## src/rtl/bqi_ram.sv

```systemverilog
// Generic single-port-write, single-port-read RAM with registered read data.
// No dependencies.
module bqi_ram #(
    parameter int WIDTH = 8,
    parameter int DEPTH = 16
) (
    input  logic                     i_clk,
    input  logic                     i_we,
    input  logic [$clog2(DEPTH)-1:0] i_waddr,
    input  logic [WIDTH-1:0]         i_wdata,
    input  logic [$clog2(DEPTH)-1:0] i_raddr,
    output logic [WIDTH-1:0]         o_rdata
);

    logic [WIDTH-1:0] r_mem [DEPTH];
    logic [WIDTH-1:0] r_rdata;

    always_ff @(posedge i_clk) begin
        if (i_we) begin
            r_mem[i_waddr] <= i_wdata;
        end
        r_rdata <= r_mem[i_raddr];
    end

    assign o_rdata = r_rdata;

endmodule

```

## config.mk

```make
export PLATFORM = sky130hd
export DESIGN_NAME = bqi_ram
export DESIGN_NICKNAME = d
export VERILOG_FILES = /design/src/rtl/bqi_ram.sv
export SDC_FILE = /design/constraint.sdc
export NUM_CORES = 1
export LEC_CHECK = 0
export BUFFER_PORTS_ARGS = -buffer_cell sky130_fd_sc_hd__buf_2
export CAP_MARGIN = 20
export CORE_MARGIN = 1.5
export CORE_UTILIZATION = 54
export DETAILED_ROUTE_END_ITERATION = 12
export PLACE_DENSITY = 0.76
export RECOVER_POWER = 25
export SKIP_LAST_GASP = 1
export SYNTH_ARGS = -nofsm -noshare
export SYNTH_HDL_FRONTEND = slang
export SYNTH_SLANG_ARGS = --single-unit
export TNS_END_PERCENT = 50
```

## constraint.sdc

```tcl
create_clock -name i_clk -period 1.4 [get_ports i_clk]
set_input_delay 0.07 -clock i_clk [delete_from_list [all_inputs] [get_ports i_clk]]
set_output_delay 0.07 -clock i_clk [all_outputs]
set_load 0.05 [all_outputs]
```

Word-level counts from Yosys, hierarchy flattened
Memory sizes are Yosys's and may differ from the RTL's. A register that Yosys moved wholly into a read port is not among the register bits.
Index checks and enable logic that the tools add are counted.
{"block": "word_totals", "ff_bits": 0, "latch_bits": 0, "ram_bits": 128, "romBits": 0, "out_inout_bits": 8, "mem_count": 1}
{"name": "r_mem", "depth": 16, "width": 8, "rd": 1, "rd_clocked_by_memory_dff": 1, "write_ports": 1, "line_no": "15", "text": "logic [WIDTH-1:0] r_mem [DEPTH];"}
{"block": "classes", "n_addsub": 0, "n_mul": 0, "div_mod_pow": 0, "n_lt_le_gt_ge": 0, "n_eq_ne": 0, "shifts": 0, "muxes": 2, "n_bitwise": 0, "n_reduce_logical": 0}
{"cell": "1-bit 2-to-1 mux", "count": 2}

Depth between registers and ports, before layout
Gate-level depths: netlist of the first run.
{"block": "logic_depth", "word_depth": 2, "ltp_mapped": 5}

Worst setup path before layout of the first run
Ideal clock, no wire load.
{"block": "synth_path", "path_kind": "input to register", "from": "input i_waddr[2]", "to": "memory r_mem[0][0] (enable)", "setup_time_ps": 383, "arrival_time_ps": 1180, "required_ps": 1017, "slack_ps": -163, "cell_stages": 2, "path_buffers": 0, "cell_sequence": "or3b_2 nor3_1"}
{"element": "from (decl)", "line_no": "9", "text": "input logic [$clog2(DEPTH)-1:0] i_waddr,"}
{"element": "to (decl)", "line_no": "15"}
No word-level cell before the write port.

==> results of run 1 <==
-- worst paths after layout --
check / end / cells after the start / from
min reg2reg: o_rdata[0] / 3 / r_mem[14][0]
min: r_mem[0][2] / 3 / i_waddr[0]
max: o_rdata[5] / 3 / r_mem[2][5]
max reg2reg: o_rdata[5] / 3 / r_mem[2][5]
-- per-stage QoR --
| stage | TNS (ns) | area (um2) | utilization, % | hold WS (ns) | total power, mW |
|---|---|---|---|---|---|
| after CTS | 0 | 6200 | 67.1 | 0.0940 | 9.29 |
| final | 0 | 6170 | 66.8 | 0.115 | 9.23 |
| after detailed placement | -0.386 | 5560 | 60.2 | 0.462 | 5.19 |
| after global routing | -0.0190 | 6170 | 66.8 | 0.105 | 9.50 |
| after global placement | -0.276 | 5560 | 60.2 | 0.456 | 5.17 |
| after floorplan | 0 | 5150 | - | 0.169 | 4.98 |
-- report_power, final --
| part | internal [mW] | switching (mW) |
|---|---|---|
| Clock | 2.52 | 1.60 |
| Combinational | 0.202 | 0.333 |
| Sequential | 4.55 | 0.0312 |
| Total | 7.27 | 1.96 |
-- routing by layer --
metal	up-vias	wire length [um]	track usage [%]	share of wire, %
li1	1104	-	-	-
met1	1290	4100	29.1	41
met2	141	4960	33.9	50
met3	26	689	6.52	6.9
met4	0	217	8.02	2.2
met5	-	0	0	0
-- kinds of logic (layout without fill, tap and decap cells) --
group	count (synthesis)	after routing
flops	136	136
simple gates	35	35
buf+inv	10	87
compound gates	16	16
mux	32	32
-- flip-flops by register name, indices dropped and copies added, names as in the netlist --
register  cells
r_mem       128
o_rdata       8
-- worst max-delay path: stages (launching register included) --
cell and delay, ns:
sky130_fd_sc_hd__edfxtp_1 0.38, sky130_fd_sc_hd__mux4_1 0.51, sky130_fd_sc_hd__a22oi_1 0.28, sky130_fd_sc_hd__nand2_1 0.08
-- layout make-up --
| cell class | instances | area [um2] | area share [%] |
|---|---|---|---|
| Multi-Input combinational cell | 83 | 1070 | 17.4 |
| Clock buffer | 19 | 422 | 6.83 |
| Sequential cell | 136 | 4000 | 64.9 |
| Clock inverter | 12 | 129 | 2.09 |
| Tap cell | 129 | 161 | 2.62 |
| Timing Repair Buffer | 56 | 383 | 6.20 |
-- timing repair --
item / CTS / global route
hold endpoints to repair: 128 / 0
pin swaps: 0 / 0
resized for setup: 1 / 1
cloned: 0 / 0
setup endpoints to repair: 1 / 3
hold buffers: 8 / 0
-- layout by cell type (no fill, tap or decap), types with 9 or more instances in the layout --
cell type / synthesis / final
sky130_fd_sc_hd__mux4_1: 14 / 14
sky130_fd_sc_hd__a22oi_1: 16 / 14
sky130_fd_sc_hd__buf_4: 1 / 13
sky130_fd_sc_hd__edfxtp_1: 128 / 128
sky130_fd_sc_hd__clkbuf_16: 0 / 16
sky130_fd_sc_hd__buf_2: 3 / 20
sky130_fd_sc_hd__mux4_2: 18 / 18
sky130_fd_sc_hd__clkbuf_1: 0 / 14
sky130_fd_sc_hd__nor2_1: 13 / 13
sky130_fd_sc_hd__nand2_1: 9 / 9
-- synth_stat cells --
master and count:
sky130_fd_sc_hd__nor3_1 4, sky130_fd_sc_hd__a22oi_1 16, sky130_fd_sc_hd__nand3_1 1, sky130_fd_sc_hd__clkdlybuf4s25_2 3, sky130_fd_sc_hd__nand2_1 9, sky130_fd_sc_hd__mux4_2 18, sky130_fd_sc_hd__dfxtp_1 8, sky130_fd_sc_hd__buf_4 1
sky130_fd_sc_hd__or3b_2 1, sky130_fd_sc_hd__nor2b_1 1, sky130_fd_sc_hd__and2_1 1, sky130_fd_sc_hd__edfxtp_1 128, sky130_fd_sc_hd__nand3b_1 2, sky130_fd_sc_hd__buf_2 3, sky130_fd_sc_hd__mux4_1 14, sky130_fd_sc_hd__and2b_1 1
sky130_fd_sc_hd__nor2_1 13, sky130_fd_sc_hd__buf_6 3, sky130_fd_sc_hd__nand2b_1 2
==> metrics.md, run 1 <==
| Metric | Value |
|---|---|
| Final ANT Viol Nets | 0 |
| Cell accounting for the most synthesized area | sky130_fd_sc_hd__edfxtp_1 |
| Maximum fanout along the worst path | 1 |
| Clock sink count | approximately 140 |
| Average wire length per cell after detail routing | 22.9 um |
| Routability congestion estimate | around 0.83 |
| Count of placed standard cells including taps | 396 |
| FP Rows | 35 |
| Combinational family with the most area after synthesis | multiplexers |
| Layout cells sized above 1 | between 20% and 30% |
| Via density | 5.89 |
| CTS buffer count | 17 |
| Simple-gate share of the synthesized area | under 10% |
| Drc violations | 0 |
| Synthesized-area fraction occupied by adder cells | 0% |
| Die span in y | slightly above 100 um |
| Effective utilization at floorplan | between 50% and 60% |
| Endpoint type of the worst setup path | flop |
| CTS clk-pin slew, worst paths | approximately 0.06 ns |
| Clock tree from TritonCTS | yes |
| Fin nets | between 300 and 400 |
| Status | complete, no violations |
| Yosys Warn Count | 0 |
| Number of setup buffers added after CTS | 0 |
| Final clock period utilization by the worst path | 97.6% |
| Syn-to-layout area delta | 19.9% |
| Fraction of synthesized area in multiplexers | between 15 and 20% |
| Overall via count from detail_route | between 2000 and 3000 |
| Initial DRC Count | ~180 |
| Wire length of the first global-routing pass | 14900 um |
| Leak Pwr | between 2 and 2.5 nW |
| Horizontal die dimension | roughly 100 um |
| Via count of the first global-routing pass | 2499 |
| Pin count of the biggest net entering global routing | 25 |
| Worst Clk Skew | between 0.003 and 0.004 ns |
| Total routing usage reported by global routing | between 20% and 30% |
| Type of the worst setup path | flop to flop |
| Number of violations of the max-capacitance limit | 0 |
| Sum of overflow across all layers after global routing | 0 |
| FILL cells | between 500 and 600 |
| Unique masters post-synth | 19 |
| Post-synth top area share | 74.7% |
| Antenna diodes | 0 |
| Reg2Reg Setup Slack | about 0.034 ns |
| Compound-gate portion of the synthesized area | under 10% |
| RSZ-0062 raised after global routing | true |
| Fmax | around 730 MHz |
| Leading cell types by total area after synthesis | sky130_fd_sc_hd__edfxtp_1 75%, sky130_fd_sc_hd__mux4_2 7.9%, sky130_fd_sc_hd__mux4_1 7.1% |
| Crit start category | flop |
| Initial antenna violation count | 0 |
| Number of H-tree levels | 4 |
| Clock root buffer | sky130_fd_sc_hd__clkbuf_8 |
| Die area | roughly 10000 um2 |
| Register bit count reported by yosys | roughly 140 |
| Summed instance area of the synthesized netlist | approximately 5100 um2 |
| Portion of the post-synthesis area used by sequential elements | between 70% and 80% |
| Clock latency on the worst-skew pair | between 0.5 and 0.6 ns |
| Smallest setup slack after layout | around 0.034 ns |
| Worst setup slack after placement | -0.103 ns |
| Post-detailed-placement half-perimeter wirelength | roughly 6000 um |
| Mean Syn Cell Area | 22.5 um2 |
| Final standard cell count with taps included and fillers excluded | around 440 |
| Hold/Removal Path Class | primary input to flop |
| Max Slew Vio Count | 0 |
| Ratio of total power to cell area | ~1500 nW/um2 |
| Critical path arrival | about 1.8 ns |
| Total count of hold-check failures in the final report | 0 |
| Transition at the pin with the smallest max-transition slack | between 0.8 and 0.9 ns |
| Headroom to the max-slew limit | 43.3% |
| Maximum VDD drop | around 0.77 mV |
| Number of top-level design ports | 26 |
| Worst-case clock buffer depth | 2 |
| Area of the placeable core | a little over 9000 um2 |
| Port Buffers | 25 |
| Total Routed Length | approximately 10000 um |
| Syn_nets | ~250 |
| Synthesized-area fraction occupied by xor and xnor cells | 0% |
| Number of failing setup endpoints in the final timing report | 0 |
| Count of mapped cells out of synthesis | around 230 |
| Min Clock Period, post-route | 1.37 ns |
| Required time worst endpoint | 1.80 ns |
| Number of detailed-route iterations in the first pass | 5 |
Power figures use the tool's default switching activity.
==> run 2: changes to the inputs <==
==> constraint.sdc (replaced) <==
create_clock -name i_clk -period 1.1 [get_ports i_clk]
set_input_delay 0.055 -clock i_clk [delete_from_list [all_inputs] [get_ports i_clk]]
set_output_delay 0.055 -clock i_clk [all_outputs]
set_load 0.05 [all_outputs]
==> metrics.md, run 2 (same netlist as run 1, synthesis figures left out) <==
| Metric | Value |
|---|---|
| Pin count of the biggest net entering global routing | 17 |
| Switching component of the power | between 2 and 3 mW |
| CTS clk-pin slew, worst paths | 0.06 ns |
| Overall via count from detail_route | roughly 2600 |
| Clock latency on the worst-skew pair | about 0.53 ns |
| Hold/Removal Path Class | primary input to flop |
| Port Buffers | 25 |
| Layout cells sized above 1 | about 37% |
| Commonest non-fill, non-tap cells in the layout | 128 x sky130_fd_sc_hd__edfxtp_1, 25 x sky130_fd_sc_hd__mux4_2, 21 x sky130_fd_sc_hd__buf_2, 17 x sky130_fd_sc_hd__buf_4, 16 x sky130_fd_sc_hd__clkbuf_16 |
| Critical path arrival | 1.76 ns |
| Worst Clk Skew | 0.00553 ns |
| Horizontal die dimension | 101 um |
| Min Clock Period, post-route | roughly 1.4 ns |
| Effective utilization at floorplan | around 56% |
| Clock tree from TritonCTS | yes |
| Sum of overflow across all layers after global routing | 0 |
| Crit start category | flop |
| Smallest setup slack after layout | -0.262 ns |
| Worst reg-to-reg path cell count | 3 |
| Number of setup buffers added after CTS | 0 |
| Total count of hold-check failures in the final report | 0 |
| Syn-to-layout area delta | 25.2% |
| Routability congestion estimate | around 0.74 |
| Number of violations of the max-capacitance limit | 0 |
| Fmax | roughly 730 MHz |
| Critical Path End | o_rdata[6] |
| Total Routed Length | 11100 um |
| Final ANT Viol Nets | 0 |
| Antenna diodes | 0 |
| RSZ-0062 raised after global routing | true |
| Leading cell type in the layout, fill and taps excluded | sky130_fd_sc_hd__edfxtp_1 |
| Total routing usage reported by global routing | about a quarter |
| Cell breakdown of the critical path | mux4_2 > a22oi_1 > nand2_1 |
| Final clock period utilization by the worst path | 124% |
| Fin nets | ~320 |
| Number of failing setup endpoints in the final timing report | 16 |
| Number of top-level design ports | 26 |
| Initial antenna violation count | 0 |
| Average wire length per cell after detail routing | ~25 um |
| Number of H-tree levels | 4 |
| Total negative slack for setup checks | -2.09 ns |
| Endpoint type of the worst setup path | flop |
| Status | finished, violations left |
| Post-detailed-placement half-perimeter wirelength | 6420 um |
| Clock root buffer | sky130_fd_sc_hd__clkbuf_8 |
| Register with the most flip-flops | r_mem |
| Combinational cell fraction of total power | 5.9% |
| Transition at the pin with the smallest max-transition slack | 0.954 ns |
| Critical path's slowest cell | sky130_fd_sc_hd__mux4_2 |
| Required time worst endpoint | approximately 1.5 ns |
| Start of the worst register-to-register path | r_mem[2][6] |
| Setup crit start | r_mem[2][6] |
| Slowest cell delay on critical path | just under 0.5 ns |
| Core Util, Final | between 60% and 70% |
| Drc violations | 0 |
| Number of detailed-route iterations in the first pass | 4 |
| Die area | 10100 um2 |
| Violated checks | negative setup slack |
| Worst-case clock buffer depth | 2 |
| Share of power burned in the clock network | about half |
| Max Slew Vio Count | 0 |
| Maximum fanout along the worst path | 1 |
| Cell internal pwr | 10.3 mW |
| Type of the worst setup path | flop to flop |
| Flip-flop count of the largest register, all copies and words added | 128 |
| Via density | ~5.9 |
| Initial DRC Count | 273 |
| Clock sink count | 136 |
| CTS buffer count | 17 |
| Relative contribution of sequential cells to total power | between 40 and 50% |
| FP Rows | 35 |
| Terminus of the critical flop-to-flop path | o_rdata[6] |
| Reg2Reg Setup Slack | -0.26 ns |
| Ratio of total power to cell area | 2020 nW/um2 |
| Area of the placeable core | 9240 um2 |
| Headroom to the max-slew limit | between 30% and 40% |
| Via count of the first global-routing pass | between 2000 and 3000 |
| Switching share of power | roughly a fifth |
| Die span in y | 101 um |
| Leak Pwr | ~2.2 nW |
| Maximum VDD drop | approximately 0.80 mV |
| Wire length of the first global-routing pass | ~16000 um |
run 2: cell types whose count changed in the layout (fill, tap and decap cells not counted), sizes merged:
| cell | before | now |
|---|---|---|
| buf | 36 | 47 |
| clkbuf | 31 | 25 |
| bufinv | 2 | 6 |
| clkinv | 7 | 4 |
| inv | 1 | 3 |
| clkinvlp | 2 | 1 |
run 2: critical path, delay by kind of cell (launching register included):
kind               cells  cell delay (ns)
and+or+nand+nor        1             0.13
muxes                  1             0.49
DFF                    1             0.38
AOI/OAI and AO/OA      1             0.23
run 2: worst min path at each step:
stage | startpoint | end | slack [ns] | depth (start not counted)
2_1_floorplan | i_wdata[0] | r_mem[0][0] | 0.15 | 0
3_5_place_dp | i_wdata[6] | r_mem[11][6] | 0.46 | 1
4_1_cts | i_waddr[1] | r_mem[0][0] | 0.04 | 3
5_1_grt | i_waddr[1] | r_mem[0][0] | 0.05 | 3
6_report | i_waddr[1] | r_mem[0][0] | 0.06 | 3
3_3_place_gp | i_wdata[6] | r_mem[10][6] | 0.44 | 1
run 2: metal layers:
layer / part of all wire, % / vias up / global-route usage (%)
met5: 0 / - / 0
met4: 2.3 / 0 / 10.6
met3: 8.0 / 20 / 8.74
met2: 50 / 133 / 37.1
met1: 40 / 1342 / 32.4
li1: - / 1109 / -
run 2: stage by stage:
stage          power (mW)  cell area (um2)  instances  hold slack (ns)  setup WS (ns)
5_1_grt              13.3             6440        442           0.0486         -0.272
3_3_place_gp         6.63             5700        402            0.437         -0.444
6_report             13.0             6440        442           0.0581         -0.262
2_1_floorplan        6.35             5170        229            0.154         -0.147
3_5_place_dp         6.66             5700        402            0.456         -0.468
4_1_cts              13.0             6460        442           0.0375         -0.241
run 2: cell type report:
type                            instances  area [um2]
Sequential cell                       136        4000
Fill cell                             554        2800
Multi-Input combinational cell         83        1100
Timing Repair Buffer                   62         519
Clock buffer                           18         418
Clock inverter                         14         245
Tap cell                              129         161
run 2: timing repair:
action / in CTS / in global routing
hold buffers: 8 / 0
endpoints found under the hold margin: 128 / 0
gates resized for setup: 8 / 7
pin swaps: 6 / 3
endpoints found under the setup margin: 16 / 16
run 2: power by group through the flow:
stage	Sequential (mW)	Combinational (mW)	Clock (mW)
final	5.83	0.768	6.39
after global routing	5.84	0.816	6.66
after CTS	5.83	0.766	6.44
after detailed placement	5.94	0.721	0
after global placement	5.93	0.703	0
after floorplan	6.05	0.299	0
