### src/rtl/bqi_pkg.sv
// Shared types and constants of the byte queue with positional insert.
// No dependencies.
package bqi_pkg;

    localparam int OP_W      = 3;
    localparam int BYTE_W    = 8;
    localparam int CNT_OUT_W = 5;

    localparam logic [OP_W-1:0] OP_APPEND = 3'd0;
    localparam logic [OP_W-1:0] OP_REMOVE = 3'd1;
    localparam logic [OP_W-1:0] OP_FRONT  = 3'd2;
    localparam logic [OP_W-1:0] OP_INSERT = 3'd3;
    localparam logic [OP_W-1:0] OP_CLEAR  = 3'd4;

    typedef enum logic [2:0] {
        S_IDLE,
        S_SHIFT_RD,
        S_SHIFT_WR,
        S_PLACE,
        S_HEAD_RD,
        S_HEAD_WAIT,
        S_DONE
    } t_state;

    typedef struct packed {
        logic [OP_W-1:0]   op;
        logic [BYTE_W-1:0] value;
        logic [BYTE_W-1:0] position;
    } t_item;

    typedef struct packed {
        logic [BYTE_W-1:0]    head_byte;
        logic                 empty_res;
        logic [CNT_OUT_W-1:0] entries;
        logic                 rejected;
    } t_result;

    typedef struct packed {
        logic idle;
        logic res_valid;
    } t_seq_stat;

endpackage

### src/rtl/bqi_idx_unit.sv
// Shared index step unit: one add/subtract of the slot index and the end compare.
// No package dependencies.
module bqi_idx_unit #(
    parameter int DEPTH = 16
) (
    input  logic [$clog2(DEPTH)-1:0]   i_idx,
    input  logic                       i_down,
    input  logic [$clog2(DEPTH)-1:0]   i_where,
    input  logic [$clog2(DEPTH+1)-1:0] i_fill,
    output logic [$clog2(DEPTH)-1:0]   o_idx_m1,
    output logic [$clog2(DEPTH)-1:0]   o_idx_next,
    output logic                       o_last
);

    localparam int AW = $clog2(DEPTH);
    localparam int CW = $clog2(DEPTH + 1);

    logic [CW-1:0] sum;

    // Step toward the rear when draining the front, toward the front when opening a gap.
    assign sum        = CW'(i_idx) + (i_down ? CW'(1) : {CW{1'b1}});
    assign o_idx_next = sum[AW-1:0];
    assign o_idx_m1   = i_idx - AW'(1);
    assign o_last     = i_down ? (sum == i_fill) : (sum == CW'(i_where));

endmodule

### src/rtl/bqi_seq.sv
// Sequencer of the byte queue: moves slots one at a time through the RAM port.
// Depends on bqi_pkg and bqi_idx_unit.
module bqi_seq import bqi_pkg::*; #(
    parameter int DEPTH = 16
) (
    input  logic                     i_clk,
    input  logic                     i_rst_n,
    input  logic                     i_start,
    input  t_item                    i_item,
    input  logic                     i_out_free,
    output t_seq_stat                o_stat,
    output t_result                  o_result,
    output logic                     o_ram_we,
    output logic [$clog2(DEPTH)-1:0] o_ram_waddr,
    output logic [BYTE_W-1:0]        o_ram_wdata,
    output logic [$clog2(DEPTH)-1:0] o_ram_raddr,
    input  logic [BYTE_W-1:0]        i_ram_rdata
);

    localparam int AW = $clog2(DEPTH);
    localparam int CW = $clog2(DEPTH + 1);
    localparam int PW = (CW > BYTE_W) ? CW : BYTE_W;

    t_state            r_state, n_state;
    logic [CW-1:0]     r_fill, n_fill;
    logic [AW-1:0]     r_idx, n_idx;
    logic [AW-1:0]     r_where, n_where;
    logic              r_down, n_down;
    logic [BYTE_W-1:0] r_byte, n_byte;
    logic              r_rej, n_rej;
    logic [BYTE_W-1:0] r_head, n_head;

    logic [AW-1:0] idx_m1;
    logic [AW-1:0] idx_next;
    logic          idx_last;
    logic          full;
    logic [AW-1:0] where_sel;

    bqi_idx_unit #(.DEPTH(DEPTH)) u_idx (
        .i_idx      (r_idx),
        .i_down     (r_down),
        .i_where    (r_where),
        .i_fill     (r_fill),
        .o_idx_m1   (idx_m1),
        .o_idx_next (idx_next),
        .o_last     (idx_last)
    );

    always_ff @(posedge i_clk) begin
        if (!i_rst_n) begin
            r_state <= S_IDLE;
            r_fill  <= '0;
        end else begin
            r_state <= n_state;
            r_fill  <= n_fill;
        end
    end

    always_ff @(posedge i_clk) begin
        r_idx   <= n_idx;
        r_where <= n_where;
        r_down  <= n_down;
        r_byte  <= n_byte;
        r_rej   <= n_rej;
        r_head  <= n_head;
    end

    assign full = (r_fill == CW'(DEPTH));

    always_comb begin
        case (i_item.op)
            OP_FRONT:  where_sel = '0;
            OP_INSERT: where_sel = (PW'(i_item.position) >= PW'(r_fill)) ? AW'(r_fill)
                                                                          : AW'(i_item.position);
            default:   where_sel = AW'(r_fill);
        endcase
    end

    always_comb begin
        n_state     = r_state;
        n_fill      = r_fill;
        n_idx       = r_idx;
        n_where     = r_where;
        n_down      = r_down;
        n_byte      = r_byte;
        n_rej       = r_rej;
        n_head      = r_head;
        o_ram_we    = 1'b0;
        o_ram_waddr = r_idx;
        o_ram_wdata = i_ram_rdata;
        o_ram_raddr = '0;
        o_stat      = '{idle: 1'b0, res_valid: 1'b0};

        case (r_state)
            S_IDLE: begin
                o_stat.idle = 1'b1;
                if (i_start) begin
                    n_rej   = 1'b0;
                    n_byte  = i_item.value;
                    n_down  = 1'b0;
                    n_state = S_HEAD_RD;
                    case (i_item.op)
                        OP_APPEND, OP_FRONT, OP_INSERT: begin
                            if (full) begin
                                n_rej = 1'b1;
                            end else begin
                                n_where = where_sel;
                                n_idx   = AW'(r_fill);
                                n_state = (CW'(where_sel) == r_fill) ? S_PLACE : S_SHIFT_RD;
                            end
                        end
                        OP_REMOVE: begin
                            if (r_fill == CW'(1)) begin
                                n_fill = '0;
                            end else if (r_fill != '0) begin
                                n_down  = 1'b1;
                                n_idx   = AW'(1);
                                n_state = S_SHIFT_RD;
                            end
                        end
                        OP_CLEAR: begin
                            n_fill = '0;
                        end
                        default: begin
                        end
                    endcase
                end
            end
            S_SHIFT_RD: begin
                o_ram_raddr = r_down ? r_idx : idx_m1;
                n_state     = S_SHIFT_WR;
            end
            S_SHIFT_WR: begin
                o_ram_we    = 1'b1;
                o_ram_waddr = r_down ? idx_m1 : r_idx;
                o_ram_wdata = i_ram_rdata;
                n_idx       = idx_next;
                if (!idx_last) begin
                    n_state = S_SHIFT_RD;
                end else if (r_down) begin
                    n_fill  = r_fill - CW'(1);
                    n_state = S_HEAD_RD;
                end else begin
                    n_state = S_PLACE;
                end
            end
            S_PLACE: begin
                o_ram_we    = 1'b1;
                o_ram_waddr = r_where;
                o_ram_wdata = r_byte;
                n_fill      = r_fill + CW'(1);
                n_state     = S_HEAD_RD;
            end
            S_HEAD_RD: begin
                n_state = S_HEAD_WAIT;
            end
            S_HEAD_WAIT: begin
                n_head  = (r_fill != '0) ? i_ram_rdata : '0;
                n_state = S_DONE;
            end
            S_DONE: begin
                if (i_out_free) begin
                    o_stat.res_valid = 1'b1;
                    n_state          = S_IDLE;
                end
            end
            default: begin
                n_state = S_IDLE;
            end
        endcase
    end

    assign o_result = '{
        head_byte: r_head,
        empty_res: (r_fill == '0),
        entries:   CNT_OUT_W'(r_fill),
        rejected:  r_rej
    };

endmodule

### config.mk
export PLATFORM = sky130hd
export DESIGN_NAME = bqi_seq
export DESIGN_NICKNAME = d
export VERILOG_FILES = /design/src/rtl/bqi_pkg.sv /design/src/rtl/bqi_idx_unit.sv /design/src/rtl/bqi_seq.sv
export SDC_FILE = /design/constraint.sdc
export NUM_CORES = 1
export LEC_CHECK = 0
export BUFFER_PORTS_ARGS = -buffer_cell sky130_fd_sc_hd__buf_2
export CORE_ASPECT_RATIO = 0.5
export CORE_MARGIN = 8
export CORE_UTILIZATION = 53
export DETAILED_ROUTE_END_ITERATION = 12
export MAX_ROUTING_LAYER = met4
export PLACE_DENSITY_LB_ADDON = 0.08
export SYNTH_ARGS = -nofsm -noshare
export SYNTH_HDL_FRONTEND = slang
export SYNTH_SLANG_ARGS = --single-unit
### constraint.sdc
create_clock -name i_clk -period 3.2 [get_ports i_clk]
set_input_delay 0.64 -clock i_clk [delete_from_list [all_inputs] [get_ports i_clk]]
set_output_delay 0.64 -clock i_clk [all_outputs]
set_load 0.01 [all_outputs]
======== Word-level counts from Yosys, hierarchy flattened ========
Cells that the tools add are included.
cells by class
  add/subtract/negate cells ............... 4
  $lt $le $gt $ge ......................... 1
  equality and inequality tests ........... 25
  mux-type cells .......................... 37
  bitwise operators ....................... 2
  reductions and logical operators ........ 14
operators by type and width
  kind                                                 number
  two-way mux 4 bit                                    8
  one-hot mux 4 bit (2 select lines)                   4
  two-way mux 5 bit                                    5
  two-way mux 3 bit                                    7
  one-hot mux 3 bit (7 select lines)                   1
  one-hot mux 5 bit (3 select lines)                   1
  equality test 3 x 2 -> 1 bit, second input constant  4
  equality test 3 bit, second input constant           4
  != test 3 bit, second input constant                 4
  AND reduction 6 bit                                  2
  one-hot mux 5 bit (2 select lines)                   1
  >= comparator 8 x 5 -> 1 bit                         1
  two-way mux 8 bit                                    1
  != test 2 bit, second input constant                 4
  two-way mux 1 bit                                    7
  equality test 3 x 1 -> 1 bit, second input constant  2
  logical NOT 3 bit                                    2
  != test 3 x 1 -> 1 bit, second input constant        2
  one-hot mux 3 bit (2 select lines)                   1
  adder 4 x 5 -> 5 bit                                 1
  adder 5 x 1 -> 5 bit, second input constant          1
  equality test 4 x 5 -> 1 bit                         1
  equality test 5 x 1 -> 1 bit, second input constant  1
  equality test 5 x 4 -> 1 bit                         1
  other kinds (14)                                     17
word-level totals
  flip-flop bits (word level) ............. 34
  input port bits ......................... 31
  output and inout bits ................... 34
  word-level logic and storage cells ...... 91

======== Depth between registers and ports, before layout ========
Gate-level depths: netlist of the first run.
  word-level depth ........................ 9
  gate-level depth with buffers ........... 9

======== Cells and area by module ========
A second synthesis of the first run with hierarchy kept.
second synthesis, totals
  cells, all modules ...................... 259
  area total of the unflattened synthesis .. 2416.1 um^2
modules (own cells, without submodules)
  module        times used  cells each  area an instance (um^2)
  bqi_seq       1           225         2119.5
  bqi_idx_unit  1           34          296.5

======== Worst setup path after synthesis of the first run ========
OpenSTA, ideal clock, no wires.
  path kind ............................... reg2reg
  start point ............................. register r_idx[0]
  end point ............................... register r_fill[4]
  setup time .............................. 127 ps
  arrival ................................. 2320 ps
  data required time ...................... 3073 ps
  slack ................................... 753 ps
  stages on the path, launching flop included .. 10
  path buffers ............................ 1
  clock period less this slack ............ 2447 ps
  cell sequence ........................... edfxtp_1 -> buf_2 -> inv_1 -> fa_1 -> xnor2_2 -> xnor2_1 -> or3_4 -> nor4_4 -> nor3b_2 -> o22ai_1
on the way
  word-level cells in the longest chain between the ends .. 5
  elaborated cells between the ends (all ways) .. 6
  those cells by class .................... add/sub (1); eq/ne (3); mux (1); reduce/logical (1)
ends and longest elaborated chain
  element                                                              RTL line            source
  start, declared                                                      bqi_seq.sv:26       logic [AW-1:0] r_idx, n_idx;
  start signal, assigned                                               bqi_seq.sv:60       r_idx <= n_idx;
  adder 4 x 5 -> 5 bit (*)                                             bqi_idx_unit.sv:21  assign sum = CW'(i_idx) + (i_down ? CW'(1) : {CW{1'b1}});
  equality test 5 x 4 -> 1 bit or equality test 5 bit (tied branches)  bqi_idx_unit.sv:24  assign o_last = i_down ? (sum == i_fill) : (sum == CW'(i_where));
  two-way mux 1 bit (*)                                                bqi_idx_unit.sv:24
  != test 2 bit (no line) (*)                                          n/a
  AND reduction 6 bit (no line) (*)                                    n/a
  end signal, assigned                                                 bqi_seq.sv:55       r_fill <= n_fill;
  end, declared                                                        bqi_seq.sv:25       logic [CW-1:0] r_fill, n_fill;
Every way passes the cells marked *; elsewhere a longest branch is shown, timed or not.
A chain may end at the register's enable or synchronous reset.

======== Worst setup path after layout of the first run ========
  start point ............................. register r_state[2]
  end point ............................... output port o_ram_waddr[0]
on the way
  word-level cells in the longest chain between the ends .. 2
  elaborated cells between the ends (all ways) .. 3
  those cells by class .................... eq/ne (2); mux (1)
ends and longest elaborated chain
  element                                 RTL line       source
  start, declared                         bqi_seq.sv:24  t_state r_state, n_state;
  start signal, assigned                  bqi_seq.sv:54  r_state <= n_state;
  equality test 3 x 2 -> 1 bit            bqi_seq.sv:94  case (r_state)
  one-hot mux 4 bit (2 select lines) (*)  bqi_seq.sv:94
  end, declared                           bqi_seq.sv:14  output logic [$clog2(DEPTH)-1:0] o_ram_waddr,
Marked as above.

==> results of run 1 <==
==> report_power, final <==
group	leakage, µW	internal, µW	switching, µW
Sequential	0.000312	532	57.9
Combinational	0.000881	218	288
Clock	0.0000528	230	148
Total	0.00125	980	494
==> synthesized netlist by cell type, types with 6 or more instances <==
master	number
o21ai_0	7
ha_1	12
xnor2_1	10
nor2_1	19
nor3_1	8
nand3_1	6
o22ai_1	6
edfxtp_1	26
dfxtp_1	8
nand2_1	44
clkbuf_1	9
a21oi_1	8
nor2b_1	11
inv_1	12
a31oi_1	6
mux2i_1	7
==> metal layers <==
layer	global-route usage (%)	up-vias	wire length, µm
met5	-	-	0
met4	5.93	0	80
met3	4.82	6	547
met2	27.7	116	2800
met1	24.4	1029	3130
li1	-	1091	-
==> critical path, cell delays in order, from the launching register on <==
cell	delay, ps
dfxtp_1	600
nand2b_1	260
inv_2	130
nand2_1	380
o22ai_1	150
a21oi_1	180
buf_2	160
==> kinds of logic after synthesis <==
family | count (synthesis) | share of synthesized area (%)
DFF | 34 | 39.0
xor gates and xnor gates | 14 | 5.39
buffers and inverters | 27 | 4.72
adders and majority gates | 13 | 7.05
AOI/OAI and AO/OA | 57 | 16.5
muxes | 8 | 3.84
and+or+nand+nor | 112 | 23.4
==> registers in the layout (all words and copies together), names as in the netlist <==
| name | flops |
|---|---|
| r_state | 3 |
| r_head | 8 |
| r_down | 1 |
| r_rej | 1 |
| r_idx | 4 |
| r_where | 4 |
| r_byte | 8 |
| r_fill | 5 |
==> metrics by stage <==
stage	utilization [%]	instances	area, µm²	setup slack, ps	hold WS [ps]
global route	66.2	388	2900	251	513
finish	66.2	388	2900	415	529
global placement	63.8	380	2800	615	626
detailed placement	63.8	380	2800	563	633
floorplan	-	265	2410	753	557
CTS	66.2	388	2900	412	517
==> area by class of cell <==
cell class	instances	area [µm²]	area share [%]
multi-input cells	204	1360	46.8
clock inverters	2	33.8	1.16
inverters	14	52.6	1.81
flip-flops and latches	34	941	32.4
clock buffers	6	72.6	2.50
well taps	57	71.3	2.46
repair buffers	71	373	12.9
==> path summary, 6_finish.rpt <==
kind / from / end
worst max-delay path: r_state[2] / o_ram_waddr[0]
worst min-delay path: i_item[8] / r_byte[0]
worst max register to register: r_idx[0] / r_fill[4]
worst min register to register: r_fill[1] / r_fill[1]
==> qor.yml, run 1 <==
rsz0062_at_grt: "false"
avgSynthCellArea_um2: 9.10
tns_ps: 0
cts_made_buffers: 5
grt.overflow.total: 0
synthesis.area_um2: 2410
ys.flop_type: "edfxtp_1"
seq_area_frac_synth_pct: 39.0
arrival_ps: 2150
via_per_inst: 5.78
grt_util_all_layers_pct: 18.7
area_growth_pct: 20.3
grt_max_degree: 16
fin_skew_ps: 6.58
num_rows: 17
setup_violations: 0
synthTopCellsByArea: "edfxtp_1 (32%), nand2_1 (6.8%), dfxtp_1 (6.6%), ha_1 (6.2%), xnor2_1 (3.6%)"
path_class: "register to primary output"
drt_wl_total_um: 6560
r2r_cells: 8
slew_headroom_pct: 56.0
cts_hold_buf: 0
fin_crit_sh_pct: 87.0
synth_top_area_share_pct: 32.4
postRouteAntennaNets: 0
nNetsFinal: 374
grt_pass1_wl_um: 10700
grt_pass1_vias: 2064
die_area_um2: 7100
cp-start-kind: "register"
drt_pre_antenna_iters: 5
ys_types: 52
die_w_um: 111
synth-edff-count: 26
finalHoldViolations: 0
cts.reportedPaths.clkPinSlew_ps: 70
port_buffers: 64
layout_min_cycle_time_ps: 2790
drv_cap: 0
async_reset_ff_share_pct: 0
final_cell_mix: "buf_2 (64), nand2_1 (44), edfxtp_1 (26), nor2_1 (19)"
place_hpwl_um: 5160
clock-sinks: 34
end_kind: "primary output"
vias: 2242
pin_count: 65
ys.warnings.count: 0
htree_levels: 2
cts_tree: "yes"
hold_path.class: "input pin to register"
crit_path_max_fanout: 14
start_util_pct: 55.1
leakagePower_uw: 0.00125
cts_setup_buffers: 0
routabilityCongestion: 0.924
syn_inst: 265
drtIter0Drc: 188
grt_antenna_before_repair: 0
syn-num-nets: 309
ir_drop_v: 0.000229
status: "finished, final reports clean"
max_freq_mhz: 359
ys_ff_latch: 34
cts_root_buf: "clkbuf_8"
die_h_um: 63.7
cts_buffer_depth: 2
core_um2: 4380
worst-endpoint-required_ps: 2560
clkLatencyLatePin_ps: 280
hold_path_depth: 1
finalPower_uw: 1470
drive_gt1_share_pct: 26.0
diodes: 0
fillers: 372
cellPowerDensity_nw_per_um2: 508
mostFrequentLayoutCell: "buf_2"
yosysTopAreaCell: "edfxtp_1"
post-route-drc-count: 0
r2r_slack_ps: 520
post_cts_resized: 0
maxSlewViolCount: 0
tightest_slew_ps: 655
routedWlPerCell_um: 16.9
Note: power is estimated with default switching activity, not from simulation.
==> inputs of run 2 (changes only) <==
--- a/config.mk
+++ b/config.mk
@@ -6,12 +6,15 @@
 export NUM_CORES = 1
 export LEC_CHECK = 0
 export BUFFER_PORTS_ARGS = -buffer_cell sky130_fd_sc_hd__buf_2
+export CELL_PAD_IN_SITES_DETAIL_PLACEMENT = 1
+export CELL_PAD_IN_SITES_GLOBAL_PLACEMENT = 1
 export CORE_ASPECT_RATIO = 0.5
 export CORE_MARGIN = 8
-export CORE_UTILIZATION = 53
+export CORE_UTILIZATION = 40
 export DETAILED_ROUTE_END_ITERATION = 12
 export MAX_ROUTING_LAYER = met4
 export PLACE_DENSITY_LB_ADDON = 0.08
 export SYNTH_ARGS = -nofsm -noshare
 export SYNTH_HDL_FRONTEND = slang
+export SYNTH_HIERARCHICAL = 1
 export SYNTH_SLANG_ARGS = --single-unit
==> run 2 against run 1 <==
Compared with the run above:
- critical path depth is 5 higher
- cell count is 2.8% higher
- flip-flop and latch count stayed put
- critical path type is now register to register
- largest power group unchanged
==> qor.yml, run 2 <==
largestRegisters: "r_byte (8), r_head (8), r_fill (5)"
cts_setup_buffers: 0  # unchanged
clock-sinks: 34  # unchanged
ys.flop_type: "edfxtp_1"
avgSynthCellArea_um2: 9.33  # +2.5%
finalHoldViolations: 0  # unchanged
ys_ff_latch: 34  # unchanged
hp-start: "i_item[10]"
yosysTopAreaCell: "edfxtp_1"
synth_top_area_share_pct: 32.3  # -0.050 points
area_growth_pct: 22.8
synth-edff-count: 26  # unchanged
worst-endpoint-required_ps: 3390  # +830 ps
synth_common_cells: "nand2_1 (39), edfxtp_1 (26), inv_1 (20)"
finalPower_uw: 1710  # +16%
cts.reportedPaths.clkPinSlew_ps: 50  # -20 ps
seq_area_frac_synth_pct: 38.9  # -0.061 points
cp-start-kind: "register"
tns_ps: 0  # unchanged
r2r_slack_ps: 330  # -190 ps
crit_path_max_fanout: 8  # -6
cpMostUsedCell: "a21oi_1"
hold_path.class: "input pin to register"
vias: 2182  # -2.7%
slowest_stage: "fa_1"
fillers: 717  # +93%
routabilityCongestion: 0.849  # -8.2%
core_um2: 5960  # +36%
synthesis.area_um2: 2420  # +0.16%
fin_hold_ws_ps: 535  # +6.72 ps
ys.warnings.count: 6  # +6
mostFrequentLayoutCell: "buf_2"
cellPowerDensity_nw_per_um2: 577  # +14%
leakagePower_uw: 0.00130  # +4.7%
routedWlPerCell_um: 18.8  # +11%
syn-num-nets: 303  # -1.9%
drt_pre_antenna_iters: 4  # -1
drt_wl_total_um: 7520  # +15%
cts_buffer_depth: 2  # unchanged
drtIter0Drc: 89  # -53%
r2r-start: "r_idx[0]"
worstHoldEndpoint: "r_byte[2]"
fin_skew_ps: 2.05  # -4.53 ps
synth_mux_area_share_pct: 3.31  # -0.52 points
async_reset_ff_share_pct: 0  # unchanged
worstReg2RegEnd: "r_fill[2]"
fin_crit_sh_pct: 89.6  # +2.6 points
die_h_um: 71.0  # +11%
htree_levels: 2  # unchanged
nNetsFinal: 365  # -2.4%
path_class: "register to register"
max_freq_mhz: 349  # -2.9%
yosysMostFrequentCell: "nand2_1"
synthTopCellsByArea: "edfxtp_1 (32%), dfxtp_1 (6.6%), ha_1 (6.2%), nand2_1 (6.1%), mux2i_1 (3.3%)"
rsz0062_at_grt: "false"
grt_pass1_vias: 2300  # +11%
r2r_cells: 11  # +3
ys_types: 57  # +9.6%
final_cell_mix: "buf_2 (64), nand2_1 (39), edfxtp_1 (26), inv_1 (20), nor2_1 (16)"
postRouteAntennaNets: 0  # unchanged
grt_antenna_before_repair: 0  # unchanged
num_rows: 20  # +3
grt.overflow.total: 0  # unchanged
diodes: 0  # unchanged
die_area_um2: 8930  # +26%
post_cts_resized: 0  # unchanged
tightest_slew_ps: 711  # +56.0 ps
multi_input_area_um2: 1330  # -1.8%
max_stage_delay_ps: 510  # -90 ps
post-route-drc-count: 0  # unchanged
synth-simple-area-share_pct: 21.0  # -2.5 points
layout_min_cycle_time_ps: 2870  # +81.7 ps
synthAdderAreaFrac_pct: 7.04  # -0.011 points
cts_hold_buf: 0  # unchanged
status: "finished, final reports clean"
setup_violations: 0  # unchanged
clkLatencyLatePin_ps: 280  # about the same
drive_gt1_share_pct: 27.0  # +1.0 points
slew_headroom_pct: 52.3  # -3.7 points
arrival_ps: 3060  # +910 ps
cts_tree: "yes"
cts_root_buf: "clkbuf_16"
maxSlewViolCount: 0  # unchanged
synth_top_family_by_area: "simple AND/OR/NAND/NOR gates"
grt_max_degree: 18  # +2
port_buffers: 64  # unchanged
grt_pass1_wl_um: 12400  # +16%
drv_cap: 0  # unchanged
syn_inst: 259  # -2.3%
regArea_um2: 941  # unchanged
pin_count: 65  # unchanged
cts_made_buffers: 5  # unchanged
end_kind: "register"
die_w_um: 126  # +13%
synth_compound_area_share_pct: 20.0  # +3.5 points
via_per_inst: 5.47  # -5.4%
grt_util_all_layers_pct: 18.0  # -0.68 points
ir_drop_v: 0.000275  # +20%
synthXorXnorAreaFrac_pct: 3.47  # -1.9 points
path_cells: "inv_1 > fa_1 > xnor2_2 > xnor2_1 > nor3_1 > and4b_1 > a21oi_1 > o21ai_2 > o31a_4 > a21oi_1 > a311oi_1"
start_util_pct: 40.6  # -14 points
place_hpwl_um: 5880  # +14%
hold_path_depth: 1  # unchanged
## run 2: final cells by class
type,count,area share (%)
Clock inverter,3,1.35
Multi-Input combinational cell,191,44.9
Tap cell,77,3.25
Sequential cell,34,31.7
Timing Repair Buffer,69,12.1
Inverter,20,2.53
Clock buffer,5,4.22
## run 2: cell families after synthesis
| kind of cell | after synthesis |
|---|---|
| and+or+nand+nor | 100 |
| AOI/OAI and AO/OA | 62 |
| muxes | 8 |
| adders and majority gates | 13 |
| DFF | 34 |
| xor gates and xnor gates | 8 |
| buffers and inverters | 34 |
## run 2: routing by layer
layer  up-vias  global-route usage (%)  wire length, µm
li1       1068                       -                -
met1      1038                    23.1             3650
met2        68                    26.9             3300
met3         8                    5.92              476
met4         0                    4.62               88
met5         -                       -                0
## run 2: how the worst max path moves through the flow
stage / from / to / slack [ps] / cells past startpoint
after floorplan: r_down / r_fill[3] / 520 / 12
after global placement: r_idx[0] / r_fill[2] / 500 / 11
after detailed placement: r_idx[0] / r_fill[2] / 320 / 11
after CTS: r_idx[0] / r_fill[2] / 270 / 11
after global routing: r_idx[0] / r_fill[2] / 80 / 11
final: r_idx[0] / r_fill[2] / 330 / 11
## run 2: power by group
part           switching (µW)  leakage [µW]  total [µW]  internal (µW)
Combinational             332      0.000909         579            246
Sequential               52.2      0.000311         590            538
Clock                     178     0.0000836         542            364
## run 2: stage by stage
step	util (%)	setup WS (ps)	std cells	cell area, µm²
2_1_floorplan	-	520	259	2420
3_3_place_gp	46.9	498	391	2800
3_5_place_dp	46.9	322	391	2800
4_1_cts	49.7	266	399	2960
5_1_grt	49.8	84.7	399	2970
6_report	49.8	333	399	2970
## run 2: worst max-delay path: cells and delay by family, from the launching register on
family,cells,cell delay [ps]
AO/OA/AOI/OAI,5,880
buffers and inverters,1,160
adder cells (fa/ha/maj),1,510
XOR/XNOR,2,330
flip-flops,1,410
AND/OR/NAND/NOR,2,490
==> inputs of run 3 (changes only) <==
--- a/config.mk
+++ b/config.mk
@@ -13,7 +13,7 @@
 export CORE_UTILIZATION = 40
 export DETAILED_ROUTE_END_ITERATION = 12
 export MAX_ROUTING_LAYER = met4
-export PLACE_DENSITY_LB_ADDON = 0.08
+export PLACE_DENSITY_LB_ADDON = 0.1
 export SYNTH_ARGS = -nofsm -noshare
 export SYNTH_HDL_FRONTEND = slang
 export SYNTH_HIERARCHICAL = 1
==> run 3 against run 2 <==
Compared with the run above:
- die area is the same
- worst setup slack is essentially flat
- largest cell class unchanged
- critical path depth is the same
- first-iteration DRC count grew 16%
- flip-flop and latch count is the same
- critical path type unchanged
- combinational power shrank 2%
- fmax is essentially flat
- cell count is the same
- sequential share of layout area grew 0.32 points
==> qor.yml, run 3 (synthesis results as in run 2) <==
status: "finished, final reports clean"
cts_buffer_depth: 2  # unchanged
mostFrequentLayoutCell: "buf_2"
clock-sinks: 34  # unchanged
maxSlewViolCount: 0  # unchanged
cp_top_family: "compound AO/OA/AOI/OAI gates"
grt.overflow.total: 0  # unchanged
setup_violations: 0  # unchanged
routabilityCongestion: 0.842  # -0.82%
cts_root_buf: "clkbuf_16"
layout_min_cycle_time_ps: 2870  # -0.0820 ps
drive_gt1_share_pct: 26.4  # -0.62 points
grt_util_all_layers_pct: 17.7  # -0.30 points
cts_setup_buffers: 0  # unchanged
start_util_pct: 40.6  # unchanged
cp-start-kind: "register"
postRouteAntennaNets: 0  # unchanged
place_hpwl_um: 6010  # +2.2%
drt_wl_total_um: 7550  # +0.48%
hold_path.class: "input pin to register"
cts_made_buffers: 5  # unchanged
path_class: "register to register"
port_buffers: 64  # unchanged
max_freq_mhz: 349  # about the same
cts_hold_buf: 0  # unchanged
cts.reportedPaths.clkPinSlew_ps: 60  # about the same
worst-path-buf-inv: 1  # unchanged
via_per_inst: 5.53  # +1.1%
finalHoldViolations: 0  # unchanged
max_stage_delay_ps: 480  # -30 ps
routedWlPerCell_um: 18.9  # +0.48%
cts_tree: "yes"
cellPowerDensity_nw_per_um2: 552  # -4.2%
ir_drop_v: 0.000226  # -18%
worst-endpoint-required_ps: 3380  # about the same
drt_pre_antenna_iters: 4  # unchanged
core_um2: 5960  # unchanged
fin_skew_ps: 6.92  # +4.87 ps
area_growth_pct: 21.6
tightest_slew_ps: 729  # +18.6 ps
nNetsFinal: 365  # unchanged
diodes: 0  # unchanged
die_w_um: 126  # unchanged
drtIter0Drc: 103  # +16%
drv_cap: 0  # unchanged
pin_count: 65  # unchanged
die_area_um2: 8930  # unchanged
grt_max_degree: 18  # unchanged
final_cell_mix: "buf_2 (64), nand2_1 (39), edfxtp_1 (26), inv_1 (20), nor2_1 (16)"
crit_path_max_fanout: 8  # unchanged
fin_crit_sh_pct: 89.6  # about the same
final_util_pct: 49.3  # -0.50 points
slowest_stage: "fa_1"
path_cells: "inv_1 > fa_1 > xnor2_1 > xnor2_1 > nor3_1 > and4b_1 > a21oi_1 > o21ai_2 > o31a_4 > a21oi_1 > a311oi_1"
post_cts_resized: 0  # unchanged
slew_headroom_pct: 51.2  # -1.1 points
num_rows: 20  # unchanged
largestRegisters: "r_byte (8), r_head (8), r_fill (5)"
htree_levels: 2  # unchanged
die_h_um: 71.0  # unchanged
end_kind: "register"
grt_pass1_wl_um: 12500  # +0.78%
post-route-drc-count: 0  # unchanged
tns_ps: 0  # unchanged
leakagePower_uw: 0.00129  # -1.4%
arrival_ps: 3050  # about the same
clkLatencyLatePin_ps: 270  # about the same
vias: 2205  # +1.1%
grt_pass1_vias: 2422  # +5.3%
grt_antenna_before_repair: 0  # unchanged
rsz0062_at_grt: "false"
## run 3: cell types whose count changed in the layout (fill, tap and decap cells not counted), sizes merged
cell | before | now
clkbuf | 5 | 6
bufinv | 1 | 0
## run 3: layout make-up
type,instances,area [µm²]
fill,713,3020
multi-input combinational,191,1330
sequential,34,941
timing repair buffer,69,358
clock buffer,6,129
tap,77,96.3
inverter,20,75.1
clock inverter,2,13.8
## run 3: path summary, 6_finish.rpt
path / from / to / slack (ps) / depth (start not counted)
max reg2reg: r_idx[0] / r_fill[2] / 330 / 11
max: r_idx[0] / r_fill[2] / 330 / 11
min reg2reg: r_fill[0] / r_where[0] / 680 / 1
min: i_item[13] / r_byte[5] / 540 / 1
## run 3: worst reg2reg max path, cell delays in order (launching register included)
cell and delay [ps]:
edfxtp_1 410, inv_1 170, fa_1 480, xnor2_1 250, xnor2_1 110, nor3_1 210
and4b_1 310, a21oi_1 150, o21ai_2 180, o31a_4 210, a21oi_1 70, a311oi_1 220
## run 3: power by group
| group | internal, µW | leakage, µW | switching [µW] | total (µW) |
|---|---|---|---|---|
| clock network | 288 | 0.0000708 | 174 | 462 |
| logic | 240 | 0.000904 | 325 | 565 |
| registers | 538 | 0.000311 | 58.1 | 596 |
## run 3: per-stage QoR
step	cells	hold WS [ps]	power [µW]	setup WS, ps	instance area (µm²)
finish	399	541	1620	333	2940
global route	399	533	1720	126	2940
CTS	399	532	1640	328	2940
detailed placement	391	652	1170	336	2800
global placement	391	673	1150	513	2800
floorplan	259	600	982	520	2420
## run 3: routing by layer
metal	track usage [%]	up-vias	routed length, µm
met2	28.1	72	3320
met3	5.77	6	498
met4	4.49	0	50
met5	-	-	0
met1	21.5	1060	3680
li1	-	1067	-
